`src/sv/dbgq_pkg.sv`:
```
package dbgq_pkg;

   // Queue geometry and event type space
   localparam int QUEUE_DEPTH = 16;
   localparam int EVENT_TYPES = 32;
   localparam int QIDX_W      = (QUEUE_DEPTH > 1) ? $clog2(QUEUE_DEPTH) : 1;
   localparam int CNT_W       = $clog2(QUEUE_DEPTH + 1);

   // Outstanding client requests saturate here
   localparam logic [7:0] OUTSTANDING_MAX = 8'hFF;

   // Configuration register indexes
   localparam int CSR_INDEX_W = 2;
   localparam logic [CSR_INDEX_W-1:0] CSR_ACTION_TABLE   = 2'd0;
   localparam logic [CSR_INDEX_W-1:0] CSR_AGENT_PID      = 2'd1;
   localparam logic [CSR_INDEX_W-1:0] CSR_CRITICAL_SLOTS = 2'd2;
   localparam logic [4:0] CRITICAL_SLOTS_RESET = 5'd4;

   // Item operations
   localparam logic [1:0] OP_NOTIFY  = 2'd0;
   localparam logic [1:0] OP_REQUEST = 2'd1;
   localparam logic [1:0] OP_CANCEL  = 2'd2;

   // Per-type actions
   localparam logic [1:0] ACT_IGNORE   = 2'd0;
   localparam logic [1:0] ACT_SUSPEND  = 2'd1;
   localparam logic [1:0] ACT_CONTINUE = 2'd2;

   // Event type codes
   localparam logic [4:0] EVT_SW_EXC       = 5'd1;
   localparam logic [4:0] EVT_HW_EXC       = 5'd2;
   localparam logic [4:0] EVT_KILL         = 5'd3;
   localparam logic [4:0] EVT_BKPT         = 5'd4;
   localparam logic [4:0] EVT_PROC_BKPT    = 5'd5;
   localparam logic [4:0] EVT_LIB_ADDED    = 5'd6;
   localparam logic [4:0] EVT_LIB_REMOVED  = 5'd7;
   localparam logic [4:0] EVT_TRACE        = 5'd8;
   localparam logic [4:0] EVT_TRACES_LOST  = 5'd9;
   localparam logic [4:0] EVT_BUFFER_FULL  = 5'd10;

   typedef struct packed {
      logic [1:0]  operation;
      logic [4:0]  event_type;
      logic [63:0] process_id;
      logic [63:0] thread_id;
      logic [63:0] current_thread_id;
      logic [3:0]  thread_flags;
      logic        exit_is_kill;
      logic [63:0] event_payload;
   } req_type;

   typedef struct packed {
      logic        delivered;
      logic [4:0]  delivered_type;
      logic [1:0]  delivered_action;
      logic [63:0] delivered_thread;
      logic [63:0] delivered_payload;
      logic        suspend_request;
      logic [63:0] suspend_thread;
      logic        cancelled;
   } rsp_type;

   typedef struct packed {
      logic [4:0]  etype;
      logic [1:0]  action;
      logic [63:0] thread;
      logic [63:0] payload;
   } queue_entry_type;

   // Shared comparator operands and flags
   typedef struct packed {
      logic [63:0] lhs;
      logic [63:0] rhs;
   } cmp_req_type;

   typedef struct packed {
      logic eq;
      logic le;
   } cmp_rsp_type;

endpackage

```
`src/sv/dbgq_cmp.sv`:
```
module dbgq_cmp (
   input  dbgq_pkg::cmp_req_type cmp_req,
   output dbgq_pkg::cmp_rsp_type cmp_rsp
);
   import dbgq_pkg::*;

   // One 64-bit comparator, time-shared by the sequencer
   always_comb begin
      cmp_rsp.eq = (cmp_req.lhs == cmp_req.rhs);
      cmp_rsp.le = (cmp_req.lhs <= cmp_req.rhs);
   end

endmodule

```
`src/sv/debug_event_queue.sv`:
```
// Channel  | Direction | Handshake             | Beat
// ---------+-----------+-----------------------+-------------------------------
// req_     | in        | req_valid / req_stall | notify, request or cancel item
// rsp_     | out       | rsp_valid / rsp_stall | one result per item
// csr_     | in        | csr_we (no wait)      | register write, index + data
//
// An item runs S_CHECK then S_RESULT (cancel, unused item, ignored notify, or a
// request on an empty queue), adds S_FETCH (request served from the queue) or
// S_PUSH (stored notify with no hand-out), or runs S_PUSH then S_FETCH (notify
// with hand-out); the result register loads as the sequencer returns to S_IDLE,
// where the next item can be taken. The sequencer walks the shared comparator up
// to twice and reads the queue memory in S_FETCH.
// Reset is synchronous and active high; the queue is empty after reset and
// needs no clearing pass. req_stall is high while an item is in flight.
// A stalled result holds in the output register while the next item is
// taken; that item then waits at its final step until the register frees.
module debug_event_queue (
   input  logic                                  clock,
   input  logic                                  reset,
   input  logic                                  req_valid,
   output logic                                  req_stall,
   input  dbgq_pkg::req_type                     req_data,
   output logic                                  rsp_valid,
   input  logic                                  rsp_stall,
   output dbgq_pkg::rsp_type                     rsp_data,
   input  logic                                  csr_we,
   input  logic [dbgq_pkg::CSR_INDEX_W-1:0]      csr_index,
   input  logic [63:0]                           csr_wdata
);
   import dbgq_pkg::*;

   typedef enum logic [2:0] {
      S_IDLE,
      S_CHECK,
      S_PUSH,
      S_FETCH,
      S_RESULT
   } state_type;

   // Sequencer and item registers
   state_type       state_ff, state_in;
   req_type         req_ff, req_in;
   rsp_type         res_ff, res_in;
   logic [1:0]      action_ff, action_in;
   logic            deliver_ff, deliver_in;
   queue_entry_type rd_entry_ff;
   rsp_type         rsp_data_ff, rsp_data_in;
   logic            rsp_valid_ff, rsp_valid_in;

   // Queue bookkeeping
   logic [QIDX_W-1:0] head_ff, head_in;
   logic [QIDX_W-1:0] tail_ff, tail_in;
   logic [CNT_W-1:0]  free_ff, free_in;
   logic              ign_traces_ff, ign_traces_in;
   logic              dying_ff, dying_in;
   logic [7:0]        outst_ff, outst_in;
   logic              client_ff, client_in;

   // Configuration
   logic [63:0] act_table_ff, act_table_in;
   logic [63:0] agent_pid_ff, agent_pid_in;
   logic [4:0]  crit_slots_ff, crit_slots_in;

   // Entry memory
   queue_entry_type entry_mem_ff [QUEUE_DEPTH];
   logic            mem_we;
   queue_entry_type mem_wentry;

   // Shared comparator
   cmp_req_type cmp_req;
   cmp_rsp_type cmp_rsp;

   // Decode helpers
   logic             type_ok;
   logic             agent_type;
   logic             crit_flag;
   logic             perm_flag;
   logic [1:0]       act_raw;
   logic [1:0]       act_eff;
   logic             critical;
   logic             push;
   logic [CNT_W-1:0] free_after;
   logic             out_free;

   dbgq_cmp u_cmp (
      .cmp_req (cmp_req),
      .cmp_rsp (cmp_rsp)
   );

   assign req_stall = (state_ff != S_IDLE);
   assign rsp_valid = rsp_valid_ff;
   assign rsp_data  = rsp_data_ff;
   assign out_free  = !rsp_valid_ff || !rsp_stall;

   // Item decode, all from the held item
   assign type_ok    = (int'(req_ff.event_type) < EVENT_TYPES);
   assign agent_type = (req_ff.event_type == EVT_SW_EXC) ||
                       (req_ff.event_type == EVT_HW_EXC) ||
                       (req_ff.event_type == EVT_KILL);
   assign crit_flag  = (req_ff.thread_flags[1:0] != 2'b00) &&
                       ((req_ff.event_type != EVT_KILL) || !req_ff.exit_is_kill);
   assign perm_flag  = (req_ff.thread_flags[3:2] != 2'b00);
   assign act_raw    = act_table_ff[{req_ff.event_type, 1'b0} +: 2];

   always_comb begin
      state_in      = state_ff;
      req_in        = req_ff;
      res_in        = res_ff;
      action_in     = action_ff;
      deliver_in    = deliver_ff;
      rsp_data_in   = rsp_data_ff;
      // drop the result once the consumer takes it
      rsp_valid_in  = rsp_valid_ff && rsp_stall;
      head_in       = head_ff;
      tail_in       = tail_ff;
      free_in       = free_ff;
      ign_traces_in = ign_traces_ff;
      dying_in      = dying_ff;
      outst_in      = outst_ff;
      client_in     = client_ff;
      act_table_in  = act_table_ff;
      agent_pid_in  = agent_pid_ff;
      crit_slots_in = crit_slots_ff;
      mem_we        = 1'b0;
      mem_wentry    = '{etype: req_ff.event_type, action: action_ff,
                        thread: req_ff.thread_id, payload: req_ff.event_payload};
      critical      = 1'b0;
      push          = 1'b0;
      free_after    = free_ff;
      act_eff       = ACT_IGNORE;

      // The comparator checks the agent pid at S_CHECK and the free level at S_PUSH
      cmp_req.lhs = req_ff.process_id;
      cmp_req.rhs = agent_pid_ff;
      if (state_ff == S_PUSH) begin
         cmp_req.lhs = 64'(free_ff);
         cmp_req.rhs = 64'(crit_slots_ff);
      end

      if (csr_we) begin
         case (csr_index)
            CSR_ACTION_TABLE:   act_table_in  = csr_wdata;
            CSR_AGENT_PID:      agent_pid_in  = csr_wdata;
            CSR_CRITICAL_SLOTS: crit_slots_in = csr_wdata[4:0];
            default: ;
         endcase
      end

      case (state_ff)
         S_IDLE: begin
            if (req_valid) begin
               req_in     = req_data;
               res_in     = '0;
               deliver_in = 1'b0;
               state_in   = S_CHECK;
            end
         end

         S_CHECK: begin
            state_in = S_RESULT;
            case (req_ff.operation)
               OP_NOTIFY: begin
                  if (type_ok) begin
                     // dying is sticky; a crash of the agent itself sets it
                     if (cmp_rsp.eq && agent_type && (crit_flag || perm_flag)) begin
                        dying_in = 1'b1;
                     end
                     act_eff = (act_raw == ACT_SUSPEND || act_raw == ACT_CONTINUE)
                               ? act_raw : ACT_IGNORE;
                     if (dying_in && act_eff == ACT_SUSPEND) begin
                        act_eff = ACT_IGNORE;
                     end
                     if (act_eff != ACT_IGNORE) begin
                        action_in = act_eff;
                        if (act_eff == ACT_SUSPEND && req_ff.event_type != EVT_BKPT &&
                            req_ff.event_type != EVT_PROC_BKPT) begin
                           res_in.suspend_request = 1'b1;
                           res_in.suspend_thread  =
                              (req_ff.event_type == EVT_LIB_ADDED ||
                               req_ff.event_type == EVT_LIB_REMOVED)
                              ? req_ff.thread_id : req_ff.current_thread_id;
                        end
                        state_in = S_PUSH;
                     end
                  end
               end
               OP_REQUEST: begin
                  client_in = 1'b1;
                  if (free_ff < CNT_W'(QUEUE_DEPTH)) begin
                     deliver_in = 1'b1;
                     state_in   = S_FETCH;
                  end else if (outst_ff != OUTSTANDING_MAX) begin
                     outst_in = outst_ff + 8'd1;
                  end
               end
               OP_CANCEL: begin
                  res_in.cancelled = (outst_ff != 8'd0);
                  outst_in         = 8'd0;
                  client_in        = 1'b0;
               end
               default: ;
            endcase
         end

         S_PUSH: begin
            critical = cmp_rsp.le;
            if (free_ff != '0) begin
               if (!critical) begin
                  ign_traces_in = 1'b0;
                  push          = 1'b1;
               end else if (free_ff > CNT_W'(1)) begin
                  // collapse a run of traces into one traces-lost marker
                  if (req_ff.event_type == EVT_TRACE) begin
                     if (!ign_traces_ff) begin
                        push          = 1'b1;
                        mem_wentry    = '{etype: EVT_TRACES_LOST, action: ACT_IGNORE,
                                          thread: '0, payload: '0};
                        ign_traces_in = 1'b1;
                     end
                  end else begin
                     push = 1'b1;
                  end
               end else begin
                  // last slot: store the buffer-full marker instead
                  push       = 1'b1;
                  mem_wentry = '{etype: EVT_BUFFER_FULL, action: ACT_IGNORE,
                                 thread: '0, payload: '0};
               end
            end
            mem_we = push;
            if (push) begin
               head_in    = (head_ff == QIDX_W'(QUEUE_DEPTH - 1)) ? '0
                                                                 : head_ff + QIDX_W'(1);
               free_after = free_ff - CNT_W'(1);
            end
            free_in = free_after;
            // serve a waiting client straight away
            if (client_ff && outst_ff != 8'd0 && free_after < CNT_W'(QUEUE_DEPTH)) begin
               outst_in   = outst_ff - 8'd1;
               deliver_in = 1'b1;
               state_in   = S_FETCH;
            end else begin
               state_in = S_RESULT;
            end
         end

         S_FETCH: begin
            // the tail entry is read into rd_entry_ff at this edge
            tail_in  = (tail_ff == QIDX_W'(QUEUE_DEPTH - 1)) ? '0 : tail_ff + QIDX_W'(1);
            free_in  = free_ff + CNT_W'(1);
            state_in = S_RESULT;
         end

         S_RESULT: begin
            // hold here until the output register frees
            if (out_free) begin
               rsp_data_in = res_ff;
               if (deliver_ff) begin
                  rsp_data_in.delivered         = 1'b1;
                  rsp_data_in.delivered_type    = rd_entry_ff.etype;
                  rsp_data_in.delivered_action  = rd_entry_ff.action;
                  rsp_data_in.delivered_thread  = rd_entry_ff.thread;
                  rsp_data_in.delivered_payload = rd_entry_ff.payload;
               end
               rsp_valid_in = 1'b1;
               state_in     = S_IDLE;
            end
         end

         default: state_in = S_IDLE;
      endcase
   end

   always_ff @(posedge clock) begin
      req_ff      <= req_in;
      res_ff      <= res_in;
      action_ff   <= action_in;
      deliver_ff  <= deliver_in;
      rsp_data_ff <= rsp_data_in;
      if (reset) begin
         state_ff      <= S_IDLE;
         rsp_valid_ff  <= 1'b0;
         head_ff       <= '0;
         tail_ff       <= '0;
         free_ff       <= CNT_W'(QUEUE_DEPTH);
         ign_traces_ff <= 1'b0;
         dying_ff      <= 1'b0;
         outst_ff      <= 8'd0;
         client_ff     <= 1'b0;
         act_table_ff  <= 64'd0;
         agent_pid_ff  <= 64'd0;
         crit_slots_ff <= CRITICAL_SLOTS_RESET;
      end else begin
         state_ff      <= state_in;
         rsp_valid_ff  <= rsp_valid_in;
         head_ff       <= head_in;
         tail_ff       <= tail_in;
         free_ff       <= free_in;
         ign_traces_ff <= ign_traces_in;
         dying_ff      <= dying_in;
         outst_ff      <= outst_in;
         client_ff     <= client_in;
         act_table_ff  <= act_table_in;
         agent_pid_ff  <= agent_pid_in;
         crit_slots_ff <= crit_slots_in;
      end
   end

   // Entry memory: one write port at head, one registered read port at tail
   always_ff @(posedge clock) begin
      if (mem_we) begin
         entry_mem_ff[head_ff] <= mem_wentry;
      end
      if (state_ff == S_FETCH) begin
         rd_entry_ff <= entry_mem_ff[tail_ff];
      end
   end

endmodule
```
`config.mk`:
```
export PLATFORM = sky130hd
export DESIGN_NAME = debug_event_queue
export DESIGN_NICKNAME = d
export VERILOG_FILES = /design/src/sv/dbgq_pkg.sv /design/src/sv/dbgq_cmp.sv /design/src/sv/debug_event_queue.sv
export SDC_FILE = /design/constraint.sdc
export NUM_CORES = 2
export LEC_CHECK = 0
export ABC_AREA = 1
export BUFFER_PORTS_ARGS = -buffer_cell sky130_fd_sc_hd__buf_2
export CAP_MARGIN = 20
export CELL_PAD_IN_SITES_DETAIL_PLACEMENT = 1
export CELL_PAD_IN_SITES_GLOBAL_PLACEMENT = 2
export CORE_MARGIN = 2
export CORE_UTILIZATION = 35
export DETAILED_ROUTE_END_ITERATION = 16
export PLACE_DENSITY_LB_ADDON = 0.1
export SLEW_MARGIN = 20
export SYNTH_ARGS = -nofsm -noshare
export SYNTH_HDL_FRONTEND = slang
export SYNTH_SLANG_ARGS = --single-unit
```
`constraint.sdc`:
```
create_clock -name clock -period 37.2 [get_ports clock]
set_clock_uncertainty 0.2 [all_clocks]
set_input_delay 1.86 -clock clock [delete_from_list [all_inputs] [get_ports clock]]
set_output_delay 1.86 -clock clock [all_outputs]
set_load 0.02 [all_outputs]
```
### Word level (Yosys, flattened, before mapping)

Memory sizes are Yosys's and may differ from the RTL's. A register that Yosys moved wholly into a read port is not among the register bits.
Cells that the tools add are included.

| storage, ports and cells | value |
|---|---|
| register bits | 700 |
| bits in latches | 0 |
| bits in writable memories | 2160 |
| memory bits (read-only) | 0 |
| input port bits | 339 |
| output and inout port bits | 204 |
| word-level logic and storage cells | 190 |
| memories kept | 1 |

| operators by class | value |
|---|---|
| $add $sub $neg | 6 |
| multiply operators | 0 |
| divide/modulo/power cells | 0 |
| order comparisons | 4 |
| eq/ne operators | 39 |
| shift-type cells | 1 |
| muxes and demuxes | 58 |
| bitwise gates (word level) | 0 |
| reduce and logical (&&, ||, !) cells | 48 |

Memory list:

| name | depth | bits a word | rd ports | clocked after Yosys merged registers in | wr ports | line | text |
|---|---|---|---|---|---|---|---|
| entry_mem_ff | 16 | 135 | 1 | 1 | 1 | debug_event_queue.sv:65 | `queue_entry_type entry_mem_ff [QUEUE_DEPTH];` |

Operators with widths:

| operator | number |
|---|---|
| $mux W135 | 6 |
| $mux W65 | 3 |
| $pmux W66 S2 | 1 |
| $mux W128 | 1 |
| $mux W66 | 1 |
| $eq A64 B64 Y1 | 1 |
| $le A64 B64 Y1 | 1 |
| $mux W64 | 1 |
| $shiftx A64 B7 Y2 | 1 |
| $pmux W8 S2 | 2 |
| $mux W8 | 3 |
| $mux W1 | 22 |
| $reduce_and A2 Y1 | 9 |
| $mux W3 | 5 |
| $pmux W3 S5 | 1 |
| $reduce_and A5 Y1 | 3 |
| $reduce_bool A2 Y1 | 7 |
| $ne A2 B1 Y1 const B | 6 |
| $eq A2 B1 Y1 const B | 5 |
| $eq A5 B2 Y1 const B | 2 |
| $eq A5 B3 Y1 const B | 2 |
| $lt A5 B5 Y1 const B | 2 |
| $mux W5 | 2 |
| $ne A2 B2 Y1 const B | 5 |
| 34 further kinds | 64 |

### Depth between registers and ports, before layout

| depth | value |
|---|---|
| depth after elaboration | 19 |
| gate-level depth with buffers | 32 |
| gate-level depth less buffers | 30 |

### Cells and area by module

Synthesis repeated with hierarchy kept, for this count alone.

| second synthesis, totals | value |
|---|---|
| cells, all modules | 8860 |
| area, all modules | 115758.5 um^2 |

Modules (own cells, without submodules):

| module | instances | cells an instance | area each (um^2) | sequential area each (um^2) |
|---|---|---|---|---|
| debug_event_queue | 1 | 8576 | 113986.8 | 88324.7 |
| dbgq_cmp | 1 | 284 | 1771.7 | 0.0 |

### Worst setup path before layout

OpenSTA, ideal clock, no wires.

| path | value |
|---|---|
| kind | input to register |
| from | input req_valid |
| to | register res_ff[10] (netlist bit) (enable) |
| arrival time | 16663 ps |
| required time | 36422 ps |
| slack | 19759 ps |
| cell stages on the path | 4 |
| path buffers | 0 |
| cell sequence | inv_1 nor2_1 inv_1 o21ai_0 |

| between the ends | value |
|---|---|
| longest elaborated chain between the ends | 2 |

RTL lines:

| what | line | text |
|---|---|---|
| start: declaration | debug_event_queue.sv:20 | `input logic req_valid,` |
| $ne A2 B2 Y1 (no source line) | n/a |  |
| $reduce_and A5 Y1 (no source line) | n/a |  |
| end signal: assignment | debug_event_queue.sv:276 | `res_ff <= res_in;` |
| end: declaration | debug_event_queue.sv:43 | `rsp_type res_ff, res_in;` |

Every way passes these cells.
A chain may end at the register's enable or synchronous reset.

### Worst setup path in the final report

| path | value |
|---|---|
| from | register state_ff[1] |
| to | memory entry_mem_ff[8][97] (netlist bit) (enable) |

| between the ends | value |
|---|---|
| longest elaborated chain between the ends | 9 |

RTL lines:

| what | line | text |
|---|---|---|
| start: declaration | debug_event_queue.sv:41 | `state_type state_ff, state_in;` |
| start signal: assignment | debug_event_queue.sv:294 | `state_ff <= state_in;` |
| $eq A3 B2 Y1 * | debug_event_queue.sv:135, debug_event_queue.sv:149 |  |
| $mux W128 | debug_event_queue.sv:135 | `if (state_ff == S_PUSH) begin` |
| $le A64 B64 Y1 | dbgq_cmp.sv:10 | `cmp_rsp.le = (cmp_req.lhs <= cmp_req.rhs);` |
| $mux W1 | debug_event_queue.sv:208 | `if (!critical) begin` |
| $mux W1 | debug_event_queue.sv:207 | `if (free_ff != '0) begin` |
| $mux W1 | debug_event_queue.sv:149 | `case (state_ff)` |
| $mux W1 * | debug_event_queue.sv:149 |  |
| $mux W1 * | debug_event_queue.sv:311 | `if (mem_we) begin` |
| $mux W1 (not written as such) * | debug_event_queue.sv:312 | `entry_mem_ff[head_ff] <= mem_wentry;` |
| end: declaration | debug_event_queue.sv:65 |  |

Every way passes the cells marked *; elsewhere a longest branch is shown, timed or not. The select of a mux whose other input is x is not followed.

==> results.json <==
{
  "setup.worst_path.class": "reg2reg",
  "detailed_place_hpwl_um": 192000,
  "ios": 543,
  "synth-edff-count": 2834,
  "netlist-cell-type-count": 49,
  "fin_nets": 9613,
  "slew_headroom_pct": 22.3,
  "share_of_post_route_cells_with_drive_strength_above_1_pct": 13.1,
  "avgSynthCellArea_um2": 13.2,
  "worstSetupEndpointType": "register",
  "report.final.setup_viol": 0,
  "die_width_um": 578,
  "design.core.area_mm2": 0.328,
  "cts_buffer_depth": 4,
  "rsz_0062_raised_after_global_routing": "false",
  "fp-row-count": 210,
  "synth_seq_cells": 2995,
  "grt_start_max_net_pins": 215,
  "wirelength_um": 360000,
  "synthTopCellsByArea": "edfxtp_1 74%, o21ai_0 5.7%, nor2_1 4.6%",
  "tritoncts": "yes",
  "cts_num_sinks": 2995,
  "outcome": "completed",
  "grt_first_pass_wirelength_um": 526000,
  "cts.hold.buffers_added": 0,
  "path_clk_slew_ns": 0.06,
  "synth_async_sr_flop_share_pct": 0,
  "critPathSlowestCell": "buf_4",
  "layout_worst_path_cycle_share_pct": 22.4,
  "yosys_synthesis_warning_count": 0,
  "ys_seq_area_share_pct": 76.6,
  "cts.htree.levels": 5,
  "critical-path-max-stage-delay_ns": 0.89,
  "die-height_um": 578,
  "start_kind": "register",
  "synth_top_area_share_pct": 73.8,
  "worst_pin_slew_ns": 1.17,
  "p_leak_nw": 46.4,
  "layout.cells.most_common_list": "2834 x edfxtp_1, 1393 x nor2_1, 1306 x o21ai_0",
  "die_outline_area_mm2": 0.334,
  "synth.largest_area_cell": "edfxtp_1",
  "report.final.slew_viol_count": 0,
  "multiInputGateArea_mm2": 0.0233,
  "post_route_total_power_mw": 7.37,
  "cts_resized": 0,
  "final.fill_count": 33800,
  "drtPass1Iterations": 7,
  "hold_viol": 0,
  "route.antenna.remaining_nets": 0,
  "crit_top_cell": "nand2_1",
  "ir_worst_vdd_uv": 37.7,
  "post-cts-setup-buffers": 0,
  "critPathRequiredTime_ns": 37.52,
  "grt_pass1_vias": 76800,
  "critical_path_peak_fanout": 77,
  "synth_flop_cell": "edfxtp_1",
  "route.detailed.vias_per_inst": 5.24,
  "via_count": 72300,
  "residual_drc": 0,
  "mostFrequentLayoutCell": "edfxtp_1",
  "power.density_cell_area_mw_per_mm2": 55.3,
  "post_synthesis_net_count": 9158,
  "cts_made_buffers": 341,
  "fmax_mhz": 120,
  "port-buffer-count": 542,
  "initial_core_utilization_pct": 35.2,
  "mean_routed_wirelength_per_cell_um": 26.0,
  "global_route_overflow": 0,
  "syn_inst": 8741,
  "synthToLayoutAreaGrowth_pct": 15.4,
  "number_of_antenna_violations_at_the_first_check_in_global_routing": 26,
  "worstPathArrival_ns": 8.65,
  "hold_class": "reg2reg",
  "drtIter0Drc": 5032,
  "post_synth_instance_area_mm2": 0.115,
  "place_congestion": 0.745,
  "grt.total_usage_pct": 21.2,
  "regArea_mm2": 0.0883,
  "final.setup.tns_ns": 0,
  "clock_insertion_delay_worst_skew_ns": 0.92,
  "fin_hold_ws_ns": 0.215,
  "max_cap_violations": 0,
  "clock_tree.root_cell": "clkbuf_16",
  "min_period_ns": 8.32
}
==> state kept, by name, indices dropped and copies added, names as in the netlist, 2 cells and up <==
signal         flops
head_ff            4
req_ff           268
act_table_ff      64
crit_slots_ff      5
outst_ff           8
res_ff            66
agent_pid_ff      64
entry_mem_ff    2160
state_ff           3
rd_entry_ff      135
action_ff          2
tail_ff            4
rsp_data         202
free_ff            5
==> metal layers <==
metal	wire, µm	GRT usage (%)	up-vias
met5	66	0	-
met4	6530	4.27	10
li1	-	-	32700
met2	172000	35.3	1449
met1	167000	29.7	37800
met3	14300	2.83	411
==> final timing paths <==
| path | from | endpoint | slack [ns] | depth (start not counted) |
|---|---|---|---|---|
| min | res_ff[30]$_SDFFCE_PN0P_ | rsp_data[30]$_DFFE_PP_ | 0.22 | 0 |
| max reg2reg | state_ff[1]$_SDFFE_PP0P_ | entry_mem_ff[8][97]$_DFFE_PP_ | 28.88 | 28 |
| max | state_ff[1]$_SDFFE_PP0P_ | entry_mem_ff[8][97]$_DFFE_PP_ | 28.88 | 28 |
| min reg2reg | res_ff[30]$_SDFFCE_PN0P_ | rsp_data[30]$_DFFE_PP_ | 0.22 | 0 |
==> stage by stage <==
| step | utilization, % | std cells | cell area (µm²) | worst slack [ns] |
|---|---|---|---|---|
| after floorplan | - | 8741 | 115000 | 19.76 |
| after global placement | 37.5 | 13200 | 123000 | 28.82 |
| after detailed placement | 37.5 | 13200 | 123000 | 28.70 |
| after CTS | 40.6 | 13800 | 133000 | 28.69 |
| after global routing | 40.6 | 13800 | 133000 | 28.32 |
| final | 40.6 | 13800 | 133000 | 28.88 |
==> area by class of cell <==
cell class                      instances  share of cell area [%]
Multi-Input combinational cell       4714                    17.5
Clock inverter                        159                   0.961
Tap cell                             4346                    4.09
Clock buffer                          451                    6.83
Inverter                              485                    1.39
Timing Repair Buffer                  659                    2.88
Antenna cell                            3                 0.00564
Sequential cell                      2995                    66.4
==> power by group <==
| group | internal, mW | switching [mW] | leakage, nW | total [mW] |
|---|---|---|---|---|
| registers | 3.80 | 0.0397 | 27.0 | 3.84 |
| logic | 0.0766 | 0.249 | 14.3 | 0.325 |
| clock network | 1.82 | 1.37 | 5.06 | 3.20 |
| total | 5.70 | 1.66 | 46.4 | 7.37 |
==> kinds of logic (layout without fill, tap and decap cells) <==
group / after synthesis / in the layout / share of synthesized area, %
compound gates: 2066 / 2066 / 10.3
xor+xnor: 8 / 8 / 0.0607
fa+ha+maj: 78 / 78 / 0.846
buf+inv: 1032 / 1754 / 3.43
flops: 2995 / 2995 / 76.6
other cells: 0 / 3 / 0
simple gates: 2562 / 2562 / 8.84
==> Yosys cell counts (4+ instances only) <==
| master | n |
|---|---|
| a21oi_1 | 127 |
| a22oi_1 | 13 |
| a31oi_1 | 4 |
| buf_1 | 31 |
| buf_2 | 38 |
| buf_6 | 4 |
| clkbuf_1 | 472 |
| dfxtp_1 | 161 |
| edfxtp_1 | 2834 |
| ha_1 | 78 |
| inv_1 | 421 |
| inv_2 | 63 |
| nand2_1 | 828 |
| nand2_2 | 10 |
| nand3_1 | 251 |
| nand3b_1 | 4 |
| nand4_1 | 19 |
| nor2_1 | 1413 |
| nor2_4 | 6 |
| nor3_1 | 12 |
| o211ai_1 | 45 |
| o21ai_0 | 1307 |
| o21ai_1 | 6 |
| o221ai_1 | 229 |
| o22ai_1 | 315 |
| xor2_1 | 8 |
==> worst max-delay path: cells and delay by family, from the launching register on <==
| kind | cells | cell delay, ns |
|---|---|---|
| buffers and inverters | 12 | 3.78 |
| adder cells (fa/ha/maj) | 1 | 0.28 |
| AND/OR/NAND/NOR | 15 | 2.86 |
| flip-flops | 1 | 0.45 |
Note: power is estimated with default switching activity, not from simulation.
